==> src/rtl/mmcc_pkg.sv <==
// Shared types and constants for the mesh mapping communication cost block.
// Holds the request/response word layouts, mode codes and CSR indexes.
// No dependencies.
package mmcc_pkg;

   localparam int COST_W     = 48;
   localparam int CORE_W     = 8;
   localparam int POS_W      = 8;
   localparam int VOL_FIELD_W = 24;
   localparam int MESH_DIM_W = 5;
   localparam int CSR_INDEX_W = 2;

   localparam logic [COST_W-1:0] COST_MAX = '1;

   localparam logic [1:0] MODE_CLEAR = 2'd0;
   localparam logic [1:0] MODE_PLACE = 2'd1;
   localparam logic [1:0] MODE_EDGE  = 2'd2;

   localparam logic [CSR_INDEX_W-1:0] CSR_MESH_WIDTH  = 2'd0;
   localparam logic [CSR_INDEX_W-1:0] CSR_MESH_HEIGHT = 2'd1;

   typedef struct packed {
      logic [1:0]             mode;
      logic [CORE_W-1:0]      core_id;
      logic [POS_W-1:0]       tile_position;
      logic [CORE_W-1:0]      peer_core;
      logic [VOL_FIELD_W-1:0] traffic_volume;
      logic                   last_edge;
   } req_word_type;

   typedef struct packed {
      logic [COST_W-1:0] total_cost;
      logic              missing_core;
      logic              saturated;
   } rsp_word_type;

   // One lane of the restoring divider: partial remainder and the
   // dividend shifting out while quotient bits shift in.
   typedef struct packed {
      logic [MESH_DIM_W-1:0] rem;
      logic [POS_W-1:0]      quo;
   } div_lane_type;

endpackage

==> src/rtl/mesh_mapping_comm_cost_top.sv <==
// Mesh mapping communication cost: scores a core-to-tile placement on a 2D mesh.
// Top level with the tile table memory, divider lanes and cost accumulator.
// Depends on mmcc_pkg.
//
//   Channel | Direction | Handshake            | Word
//   --------+-----------+----------------------+------------------------------
//   req     | in        | req_valid/req_stall  | req_data (mode, cores, volume)
//   rsp     | out       | rsp_valid/rsp_stall  | rsp_data (cost, flags)
//   csr     | in        | csr_we               | csr_index, csr_wdata
//
// Sequence: clear, place and unused-mode words are handled in the idle state. An
// edge word steps through table read, the divider at two quotient bits per
// cycle, multiply, accumulate, then the output load with last_edge. An edge
// naming a missing core or off-mesh tile stops after the table read.
// Reset: synchronous; placed bits live in flops and clear at once, so there is
// no clearing pass. Tile entries are undefined until a core is placed.
// Stalls: one output register; a new word is taken while a result waits, and
// only a further result waits in the output state until rsp_stall drops.
module mesh_mapping_comm_cost_top import mmcc_pkg::*; #(
   parameter int MAX_CORES   = 256,
   parameter int VOLUME_BITS = 24
) (
   input  logic                   clock,
   input  logic                   reset,
   input  logic                   req_valid,
   output logic                   req_stall,
   input  req_word_type           req_data,
   output logic                   rsp_valid,
   input  logic                   rsp_stall,
   output rsp_word_type           rsp_data,
   input  logic                   csr_we,
   input  logic [CSR_INDEX_W-1:0] csr_index,
   input  logic [MESH_DIM_W-1:0]  csr_wdata
);

   // Core ids are 8 bits wide, so at most 256 entries are ever addressed.
   localparam int TBL_DEPTH = (MAX_CORES < (1 << CORE_W)) ? MAX_CORES : (1 << CORE_W);
   localparam int IDX_W     = $clog2(TBL_DEPTH);
   localparam int VOL_W     = (VOLUME_BITS < VOL_FIELD_W) ? VOLUME_BITS : VOL_FIELD_W;
   localparam int HOPS_W    = POS_W + 1;
   localparam int PROD_W    = VOL_W + HOPS_W;
   localparam int TILES_W   = 2 * MESH_DIM_W;
   localparam int DIV_STEPS = 2;
   localparam int DIV_CYC   = POS_W / DIV_STEPS;
   localparam int DCNT_W    = $clog2(DIV_CYC);
   localparam logic [DCNT_W-1:0] DCNT_LAST = DCNT_W'(DIV_CYC - 1);

   localparam logic [2:0] S_IDLE = 3'd0;
   localparam logic [2:0] S_READ = 3'd1;
   localparam logic [2:0] S_DIV  = 3'd2;
   localparam logic [2:0] S_MUL  = 3'd3;
   localparam logic [2:0] S_ACC  = 3'd4;
   localparam logic [2:0] S_OUT  = 3'd5;

   // Restoring division, DIV_STEPS quotient bits per call.
   function automatic div_lane_type div_step(div_lane_type lane,
                                             logic [MESH_DIM_W-1:0] divisor);
      div_lane_type          cur;
      logic [MESH_DIM_W:0]   trial;
      cur = lane;
      for (int i = 0; i < DIV_STEPS; i++) begin
         trial = {cur.rem, cur.quo[POS_W-1]};
         if (trial >= {1'b0, divisor}) begin
            cur.rem = MESH_DIM_W'(trial - {1'b0, divisor});
            cur.quo = {cur.quo[POS_W-2:0], 1'b1};
         end else begin
            cur.rem = trial[MESH_DIM_W-1:0];
            cur.quo = {cur.quo[POS_W-2:0], 1'b0};
         end
      end
      return cur;
   endfunction

   // Control state
   logic [2:0]            state_ff, state_in;
   logic [DCNT_W-1:0]     div_cnt_ff, div_cnt_in;
   logic [TBL_DEPTH-1:0]  placed_ff, placed_in;
   logic [COST_W-1:0]     cost_ff, cost_in;
   logic                  missing_seen_ff, missing_seen_in;
   logic                  saturation_seen_ff, saturation_seen_in;
   logic [MESH_DIM_W-1:0] mesh_width_ff, mesh_width_in;
   logic [MESH_DIM_W-1:0] mesh_height_ff, mesh_height_in;
   logic                  rsp_valid_ff, rsp_valid_in;

   // Payload state
   div_lane_type          src_lane_ff, src_lane_in;
   div_lane_type          dst_lane_ff, dst_lane_in;
   logic [VOL_W-1:0]      vol_ff, vol_in;
   logic                  last_ff, last_in;
   logic                  src_ok_ff, src_ok_in;
   logic                  dst_ok_ff, dst_ok_in;
   logic [PROD_W-1:0]     prod_ff, prod_in;
   rsp_word_type          rsp_data_ff, rsp_data_in;

   // Tile table
   logic [POS_W-1:0]      tile_mem [TBL_DEPTH];
   logic [POS_W-1:0]      rd_src_ff, rd_dst_ff;

   logic                  req_accept;
   logic                  rsp_free;
   logic [IDX_W-1:0]      src_idx, dst_idx;
   logic                  src_in_tbl, dst_in_tbl;
   logic                  mem_we, mem_re;
   logic [TILES_W-1:0]    tiles;
   logic                  src_in_mesh, dst_in_mesh;
   logic [POS_W-1:0]      quo_diff;
   logic [MESH_DIM_W-1:0] rem_diff;
   logic [HOPS_W-1:0]     hops;
   logic [COST_W:0]       sum_wide;
   logic [COST_W-1:0]     cost_acc;

   assign req_stall  = (state_ff != S_IDLE);
   assign req_accept = req_valid && !req_stall;
   assign rsp_free   = !rsp_valid_ff || !rsp_stall;
   assign rsp_valid  = rsp_valid_ff;
   assign rsp_data   = rsp_data_ff;

   assign src_idx    = req_data.core_id[IDX_W-1:0];
   assign dst_idx    = req_data.peer_core[IDX_W-1:0];
   assign src_in_tbl = 32'(req_data.core_id) < 32'(MAX_CORES);
   assign dst_in_tbl = 32'(req_data.peer_core) < 32'(MAX_CORES);

   assign mem_we = req_accept && (req_data.mode == MODE_PLACE) && src_in_tbl;
   assign mem_re = req_accept && (req_data.mode == MODE_EDGE);

   // Mesh size is taken at edge time, so check range against live config.
   assign tiles       = TILES_W'(mesh_width_ff) * TILES_W'(mesh_height_ff);
   assign src_in_mesh = TILES_W'(rd_src_ff) < tiles;
   assign dst_in_mesh = TILES_W'(rd_dst_ff) < tiles;

   // Manhattan distance from row (quotient) and column (remainder).
   assign quo_diff = (src_lane_ff.quo > dst_lane_ff.quo) ?
                     POS_W'(src_lane_ff.quo - dst_lane_ff.quo) :
                     POS_W'(dst_lane_ff.quo - src_lane_ff.quo);
   assign rem_diff = (src_lane_ff.rem > dst_lane_ff.rem) ?
                     MESH_DIM_W'(src_lane_ff.rem - dst_lane_ff.rem) :
                     MESH_DIM_W'(dst_lane_ff.rem - src_lane_ff.rem);
   assign hops     = HOPS_W'(quo_diff) + HOPS_W'(rem_diff);

   // Saturating accumulate: clamp once the sum reaches the top code.
   assign sum_wide = {1'b0, cost_ff} + (COST_W + 1)'(prod_ff);
   assign cost_acc = (sum_wide >= {1'b0, COST_MAX}) ? COST_MAX : sum_wide[COST_W-1:0];

   always_comb begin
      state_in           = state_ff;
      div_cnt_in         = div_cnt_ff;
      placed_in          = placed_ff;
      cost_in            = cost_ff;
      missing_seen_in    = missing_seen_ff;
      saturation_seen_in = saturation_seen_ff;
      mesh_width_in      = mesh_width_ff;
      mesh_height_in     = mesh_height_ff;
      rsp_valid_in       = rsp_valid_ff && rsp_stall;
      src_lane_in        = src_lane_ff;
      dst_lane_in        = dst_lane_ff;
      vol_in             = vol_ff;
      last_in            = last_ff;
      src_ok_in          = src_ok_ff;
      dst_ok_in          = dst_ok_ff;
      prod_in            = prod_ff;
      rsp_data_in        = rsp_data_ff;

      if (csr_we) begin
         case (csr_index)
            CSR_MESH_WIDTH:  mesh_width_in  = csr_wdata;
            CSR_MESH_HEIGHT: mesh_height_in = csr_wdata;
            default: ;
         endcase
      end

      case (state_ff)
         S_IDLE: begin
            if (req_accept) begin
               case (req_data.mode)
                  MODE_CLEAR: begin
                     placed_in          = '0;
                     cost_in            = '0;
                     missing_seen_in    = 1'b0;
                     saturation_seen_in = 1'b0;
                  end
                  MODE_PLACE: begin
                     if (src_in_tbl) begin
                        placed_in[src_idx] = 1'b1;
                     end
                  end
                  MODE_EDGE: begin
                     // Latch placed bits now; tile data arrives next cycle.
                     src_ok_in = src_in_tbl && placed_ff[src_idx];
                     dst_ok_in = dst_in_tbl && placed_ff[dst_idx];
                     vol_in    = req_data.traffic_volume[VOL_W-1:0];
                     last_in   = req_data.last_edge;
                     state_in  = S_READ;
                  end
                  default: ;
               endcase
            end
         end
         S_READ: begin
            if (src_ok_ff && dst_ok_ff && src_in_mesh && dst_in_mesh) begin
               src_lane_in = '{rem: '0, quo: rd_src_ff};
               dst_lane_in = '{rem: '0, quo: rd_dst_ff};
               div_cnt_in  = '0;
               state_in    = S_DIV;
            end else begin
               missing_seen_in = 1'b1;
               state_in        = last_ff ? S_OUT : S_IDLE;
            end
         end
         S_DIV: begin
            src_lane_in = div_step(src_lane_ff, mesh_width_ff);
            dst_lane_in = div_step(dst_lane_ff, mesh_width_ff);
            div_cnt_in  = DCNT_W'(div_cnt_ff + 1'b1);
            if (div_cnt_ff == DCNT_LAST) begin
               state_in = S_MUL;
            end
         end
         S_MUL: begin
            prod_in  = PROD_W'(vol_ff) * PROD_W'(hops);
            state_in = S_ACC;
         end
         S_ACC: begin
            cost_in = cost_acc;
            if (cost_acc == COST_MAX) begin
               saturation_seen_in = 1'b1;
            end
            state_in = last_ff ? S_OUT : S_IDLE;
         end
         S_OUT: begin
            // Hold until the output register frees up.
            if (rsp_free) begin
               rsp_valid_in = 1'b1;
               rsp_data_in  = '{total_cost:   cost_ff,
                                missing_core: missing_seen_ff,
                                saturated:    saturation_seen_ff};
               state_in     = S_IDLE;
            end
         end
         default: state_in = S_IDLE;
      endcase
   end

   always_ff @(posedge clock) begin
      if (reset) begin
         state_ff           <= S_IDLE;
         div_cnt_ff         <= '0;
         placed_ff          <= '0;
         cost_ff            <= '0;
         missing_seen_ff    <= 1'b0;
         saturation_seen_ff <= 1'b0;
         mesh_width_ff      <= MESH_DIM_W'(4);
         mesh_height_ff     <= MESH_DIM_W'(4);
         rsp_valid_ff       <= 1'b0;
      end else begin
         state_ff           <= state_in;
         div_cnt_ff         <= div_cnt_in;
         placed_ff          <= placed_in;
         cost_ff            <= cost_in;
         missing_seen_ff    <= missing_seen_in;
         saturation_seen_ff <= saturation_seen_in;
         mesh_width_ff      <= mesh_width_in;
         mesh_height_ff     <= mesh_height_in;
         rsp_valid_ff       <= rsp_valid_in;
      end
   end

   always_ff @(posedge clock) begin
      src_lane_ff <= src_lane_in;
      dst_lane_ff <= dst_lane_in;
      vol_ff      <= vol_in;
      last_ff     <= last_in;
      src_ok_ff   <= src_ok_in;
      dst_ok_ff   <= dst_ok_in;
      prod_ff     <= prod_in;
      rsp_data_ff <= rsp_data_in;
   end

   // Tile table: one write port for placements, two registered read ports
   // for the edge's source and destination.
   always_ff @(posedge clock) begin
      if (mem_we) begin
         tile_mem[src_idx] <= req_data.tile_position;
      end
      if (mem_re) begin
         rd_src_ff <= tile_mem[src_idx];
         rd_dst_ff <= tile_mem[dst_idx];
      end
   end

   // A result is loaded only from the output state.
   a_rsp_from_out: assert property (@(posedge clock) disable iff (reset)
      $rose(rsp_valid_ff) |-> $past(state_ff) == S_OUT)
      else $error("result loaded outside the output state");

   // The saturation flag implies the sum is pinned at its top code.
   a_sat_pinned: assert property (@(posedge clock) disable iff (reset)
      saturation_seen_ff |-> cost_ff == COST_MAX)
      else $error("saturation flag set with cost below maximum");

   // An accepted edge always goes to the table read cycle.
   a_edge_reads: assert property (@(posedge clock) disable iff (reset)
      (req_accept && req_data.mode == MODE_EDGE) |=> state_ff == S_READ)
      else $error("edge word did not start a table read");

   // The missing flag drops only through a clear word or reset.
   a_missing_sticky: assert property (@(posedge clock) disable iff (reset)
      $fell(missing_seen_ff) |->
         ($past(reset) || $past(req_accept && req_data.mode == MODE_CLEAR)))
      else $error("missing flag dropped without a clear");

   // Division always finishes in the multiply state.
   a_div_done: assert property (@(posedge clock) disable iff (reset)
      (state_ff == S_DIV && div_cnt_ff == DCNT_LAST) |=> state_ff == S_MUL)
      else $error("divider did not hand off to multiply");

endmodule
==> config.mk <==
export PLATFORM = sky130hd
export DESIGN_NAME = mesh_mapping_comm_cost_top
export DESIGN_NICKNAME = d
export VERILOG_FILES = /design/src/rtl/mmcc_pkg.sv /design/src/rtl/mesh_mapping_comm_cost_top.sv
export SDC_FILE = /design/constraint.sdc
export NUM_CORES = 2
export LEC_CHECK = 0
export BUFFER_PORTS_ARGS = -buffer_cell sky130_fd_sc_hd__buf_2
export CAP_MARGIN = 10
export CORE_MARGIN = 2
export CORE_UTILIZATION = 40
export CTS_CLUSTER_DIAMETER = 120
export DETAILED_ROUTE_END_ITERATION = 6
export PLACE_DENSITY = 0.51
export SLEW_MARGIN = 10
export SYNTH_ARGS = -nofsm -noshare
export SYNTH_HDL_FRONTEND = slang
export SYNTH_SLANG_ARGS = --single-unit
==> constraint.sdc <==
create_clock -name clock -period 15.17 [get_ports clock]
set_clock_uncertainty 0.05 [all_clocks]
set_input_delay 3.034 -clock clock [delete_from_list [all_inputs] [get_ports clock]]
set_output_delay 3.034 -clock clock [all_outputs]
set_load 0.02 [all_outputs]
Word level (Yosys, flattened, before mapping)
Memories as Yosys holds them, arrays and structs flattened. A register that Yosys moved wholly into a read port is not among the register bits.
Cells that the tools add are included.
- logic and storage cells: 138
- bits in registers: 458
- memory bits (writable): 2048
- memories: 1
- order comparisons: 12
- reductions and logical operators: 30
- bitwise logic cells: 1
- add/subtract/negate cells: 11
- multiplexer cells: 42
- equality and inequality tests: 18
- multiply operators: 2
- memories (memory ; depth ; width ; read ports ; clocked after Yosys merged registers in ; wr ports ; line ; RTL):
    tile_mem ; 256 ; 8 ; 2 ; 2 ; 1 ; mesh_mapping_comm_cost_top.sv:96 ; logic [POS_W-1:0] tile_mem [TBL_DEPTH];
- operators by type and width (operator ; count):
    256-bit case mux with 2 select lines ; 1
    256-bit bitwise OR ; 1
    48-bit two-way mux ; 3
    13-bit two-way mux ; 8
    48-bit case mux with 2 select lines ; 1
    13-bit case mux with 2 select lines ; 2
    48-bit by 33-bit adder with 49-bit output ; 1
    49-bit by 48-bit >= comparator with 1-bit output, second input constant ; 1
    48-bit == test, second input constant ; 1
    24-bit by 9-bit multiplier with 33-bit output ; 1
    5-bit subtractor ; 6
    6-bit by 5-bit >= comparator with 1-bit output ; 4
    8-bit by 10-bit less-than comparator with 1-bit output ; 2
    8-bit by 9-bit less-than comparator with 1-bit output, second input constant ; 2
    3-bit two-way mux ; 6
    3-bit case mux with 6 select lines ; 1
    1-bit binary-select mux with 8-bit select ; 2
    8-bit subtractor ; 2
    2-bit != test, second input constant ; 7
    4-bit AND reduction ; 3
    1-bit two-way mux ; 11
    5-bit by 5-bit multiplier with 10-bit output ; 1
    8-bit by 5-bit adder with 9-bit output ; 1
    3-bit AND reduction ; 3
    24 further kinds ; 45

Depth between registers and ports, before layout
- depth in word-level cells: 6
- gate-level depth with buffers: 38
- gate-level depth less buffers: 37

Worst setup path after synthesis
No wires, ideal clock.
- kind: flip-flop to flip-flop
- start point: reg src_lane_ff[0] (netlist bit)
- end point: reg prod_ff[31], data pin
- arrival: 8.282 ns
- required time: 14.862 ns
- period minus slack after synthesis: 8.589 ns
- path slack: 6.581 ns
- stages on the path, launching flop included: 37
- cell sequence: edfxtp_1 > inv_1 > ha_1 > inv_1 > fa_1 > a21o_1 > a21oi_1 > o211ai_2 > nand2_4 > mux2_2 > ha_1 > a21o_1 > a21oi_1 > o21bai_1 > a21oi_1 > o21a_1 > buf_1 > nor3_1 > fa_1 > inv_1 > fa_1 > inv_1 > fa_1 > inv_1 > fa_1 > inv_1 > ha_1 > and3_1 > a22oi_1 > a2111oi_0 > a31oi_1 > o311ai_0 > a31oi_1 > a21oi_1 > a211o_1 > a21oi_1 > xnor2_1
- longest elaborated chain between the ends: 4
- elaborated cells on any way between the ends: 6
- RTL lines (what ; line ; RTL):
    start: declaration ; mesh_mapping_comm_cost_top.sv:86 ; div_lane_type src_lane_ff, src_lane_in;
    start signal: assignment ; mesh_mapping_comm_cost_top.sv:267 ; src_lane_ff <= src_lane_in;
    8-bit subtractor (tied with other cells) ; mesh_mapping_comm_cost_top.sv:134 ; POS_W'(dst_lane_ff.quo - src_lane_ff.quo);
    8-bit two-way mux * ; mesh_mapping_comm_cost_top.sv:132 ; assign quo_diff = (src_lane_ff.quo > dst_lane_ff.quo) ?
    8-bit by 5-bit adder with 9-bit output * ; mesh_mapping_comm_cost_top.sv:138 ; assign hops = HOPS_W'(quo_diff) + HOPS_W'(rem_diff);
    24-bit by 9-bit multiplier with 33-bit output * ; mesh_mapping_comm_cost_top.sv:218 ; prod_in = PROD_W'(vol_ff) * PROD_W'(hops);
    end signal: assignment ; mesh_mapping_comm_cost_top.sv:273 ; prod_ff <= prod_in;
    end: declaration ; mesh_mapping_comm_cost_top.sv:92 ; logic [PROD_W-1:0] prod_ff, prod_in;
Mark *: on every way between the ends. The rest lies on a longest branch, timed or not.
A chain may end at the register's enable or synchronous reset.

Final worst setup path
- start point: reg src_lane_ff[0] (netlist bit)
- end point: reg prod_ff[29], data pin
Same word-level chain as after synthesis.

==> flow_metrics.env <==
export IMPL_status="completed"
export IMPL_final_max_slew_viol_count=0
export IMPL_cts_buffers=291
export IMPL_setup_viol=0
export IMPL_cts_tree="built"
export IMPL_dp_cells=11300
export IMPL_vias=73700
export IMPL_syn_inst=7282
export IMPL_worst_ep_arrival_time_ns=10.25
export IMPL_worst_path_max_fanout=19
export IMPL_async_flop_share_pct=0
export IMPL_syn_nets=7687
export IMPL_post_cts_resized=0
export IMPL_hold_viol_final=0
export IMPL_max_slew_margin_pct=12.9
export IMPL_synth_cell_type_count=92
export IMPL_rows=205
export IMPL_synthFlopType="edfxtp_1"
export IMPL_wirelength_um=414000
export IMPL_grt_pass1_wl_um=581000
export IMPL_crit_family="compound AO/OA/AOI/OAI gates"
export IMPL_postRouteAntennaNets=0
export IMPL_min_period_ns=9.65
export IMPL_path_clk_slew_ns=0.06
export IMPL_die_h_um=565
export IMPL_initial_core_util_pct=40.3
export IMPL_grt_overflow=0
export IMPL_yosysSeqAreaShare_pct=57.6
export IMPL_coreArea_um2=312000
export IMPL_area_growth_pct=12.3
export IMPL_first_global_vias=74100
export IMPL_fillers=27000
export IMPL_synth_area_per_cell_um2=17.3
export IMPL_final_nets=7853
export IMPL_yosysWarnings=0
export IMPL_postCtsSetupBuffers=0
export IMPL_dp_hpwl_um=278000
export IMPL_cp_required_ns=15.77
export IMPL_tns_ns=0
export IMPL_p_leak_nw=46.5
export IMPL_port_buffers=114
export IMPL_drc=0
export IMPL_htreeDepth=5
export IMPL_track_usage_pct=25.9
export IMPL_synth_edf_count=2200
export IMPL_pin_count=115
export IMPL_cts_buffer_depth=4
export IMPL_worst_hold_slack_ns=0.411
export IMPL_rsz0062_at_grt="false"
export IMPL_critPathMaxStageDelay_ns=0.66
export IMPL_cts_root_buf="clkbuf_16"
export IMPL_period_share_pct=63.6
export IMPL_crit_slowest_cell="a2111oi_0"
export IMPL_fp_dieArea_um2=319000
export IMPL_antenna_found_initial=42
export IMPL_fmax_mhz=104
export IMPL_end_kind="register"
export IMPL_cp_start_kind="register"
export IMPL_final_cells=11800
export IMPL_cp_num_buf_inv=5
export IMPL_synthesis_area_um2=126000
export IMPL_drv_cap=0
export IMPL_p_per_area_nw_per_um2=115
export IMPL_clock_latency_ns=0.91
export IMPL_post_drt_wl_per_cell_um=35.0
export IMPL_final_layout_size_suffix_gt1_share_pct=30.3
export IMPL_vdd_drop_max_mv=0.0864
export IMPL_tightest_slew_ns=1.27
export IMPL_hold_path_class="reg2reg"
export IMPL_vias_per_cell=6.22
export IMPL_dr_pass1_iters=6
export IMPL_gp_congestion=0.914
export IMPL_die_x_um=565
export IMPL_grt_max_degree=190
export IMPL_cts_num_sinks=2522
export IMPL_holdBufCountCts=0
export IMPL_yosys_register_bits=2522
export IMPL_drt_initial_drc_count=8847
export IMPL_crit_type="reg2reg"
where the power goes:
| part | internal [mW] | switching (mW) |
|---|---|---|
| registers | 7.57 | 0.0132 |
| clock network | 3.99 | 2.96 |
| logic | 0.678 | 1.06 |
cell type report:
type	count	area (um^2)	share of cell area, %
clock inverters	136	1290	0.911
diodes	10	25.0	0.0177
repair buffers	346	2630	1.86
flip-flops and latches	2522	72500	51.3
multi-input cells	3980	50500	35.7
inverters	307	1150	0.816
clock buffers	393	8000	5.67
well taps	4140	5180	3.67
logic make-up after synthesis:
| family | Yosys count | synth area share [%] |
|---|---|---|
| buffers and inverters | 780 | 2.44 |
| DFF | 2522 | 57.6 |
| adders and majority gates | 342 | 4.44 |
| and+or+nand+nor | 1496 | 5.16 |
| muxes | 1530 | 27.1 |
| xor gates and xnor gates | 73 | 0.508 |
| AOI/OAI and AO/OA | 539 | 2.76 |
synth_stat cells, types with 6 or more instances:
library cell,n,share of area [%]
a211o_1,6,0.042
a211oi_1,21,0.13
a21o_1,40,0.24
a21oi_1,164,0.65
a22o_1,8,0.056
a22oi_1,42,0.25
a31oi_1,24,0.12
and2_1,64,0.32
and3_1,13,0.065
and4_1,6,0.042
buf_1,72,0.21
buf_2,102,0.41
clkbuf_1,295,0.88
dfxtp_1,322,5.1
edfxtp_1,2200,53
fa_1,174,2.8
ha_1,168,1.7
inv_1,306,0.91
mux2_2,9,0.081
mux2i_1,24,0.19
mux4_2,1497,27
nand2_1,247,0.74
nand2b_1,42,0.21
nand3_1,51,0.20
nand3b_1,9,0.054
nand4_1,25,0.12
nand4b_1,6,0.042
nor2_1,895,2.7
nor2b_1,24,0.12
nor3_1,56,0.22
nor4_1,16,0.080
o211ai_1,10,0.060
o21a_1,19,0.11
o21ai_0,108,0.43
o21ai_1,8,0.032
o21bai_1,12,0.072
o311ai_0,7,0.049
o31ai_1,7,0.042
or2_2,7,0.035
or3_1,12,0.060
xnor2_1,51,0.35
xor2_1,22,0.15
final timing paths:
kind	start	depth (start not counted)	end	slack, ns
max	src_lane_ff[0]$_DFFE_PP_	35	prod_ff[29]$_DFFE_PN_	5.52
min	cost_ff[13]$_SDFFE_PP0P_	0	rsp_data[15]$_DFFE_PP_	0.41
max reg2reg	src_lane_ff[0]$_DFFE_PP_	35	prod_ff[29]$_DFFE_PN_	5.52
min reg2reg	cost_ff[13]$_SDFFE_PP0P_	0	rsp_data[15]$_DFFE_PP_	0.41
per-stage QoR:
stage	utilization (%)	power (mW)	setup WS, ns	cell area (um^2)
after floorplan	-	8.80	6.58	126000
after global placement	42.2	9.48	5.51	132000
after detailed placement	42.2	9.48	5.57	132000
after CTS	45.2	16.4	5.48	141000
after global routing	45.2	16.8	4.71	141000
final	45.2	16.3	5.52	141000
flip-flops by register name, summed over array words and instances (netlist names), 13 cells and up:
signal	cells
placed_ff	256
prod_ff	33
vol_ff	24
tile_mem	2048
src_lane_ff	13
dst_lane_ff	13
rsp_data	50
cost_ff	48
metal layers:
layer / global-route usage [%] / vias to the layer above / routed length, um
met4: 10.0 / 16 / 17800
met1: 36.2 / 40000 / 169000
li1: - / 29800 / -
met3: 4.32 / 661 / 31500
met2: 40.7 / 3190 / 196000
met5: 0 / - / 100
worst register-to-register path: cells and delay by family (launching register included):
family | cells | cell delay, ns
DFF | 1 | 0.39
and+or+nand+nor | 5 | 1.34
adders and majority gates | 8 | 3.14
xor gates and xnor gates | 2 | 0.26
buffers and inverters | 5 | 0.32
AOI/OAI and AO/OA | 15 | 3.90
placed cells by master (no fill, tap or decap), types with 51 or more instances in the layout:
cell | Yosys | final
edfxtp_1 | 2200 | 2200
mux4_2 | 1497 | 1497
nor2_1 | 895 | 879
dfxtp_1 | 322 | 322
inv_1 | 306 | 305
clkbuf_16 | 0 | 298
nand2_1 | 247 | 238
buf_4 | 2 | 219
fa_1 | 174 | 174
ha_1 | 168 | 168
a21oi_1 | 164 | 163
o21ai_0 | 108 | 108
buf_2 | 102 | 97
clkbuf_1 | 295 | 76
and2_1 | 64 | 64
nor3_1 | 56 | 51
clkinv_1 | 1 | 51
Note: power is estimated with default switching activity, not from simulation.
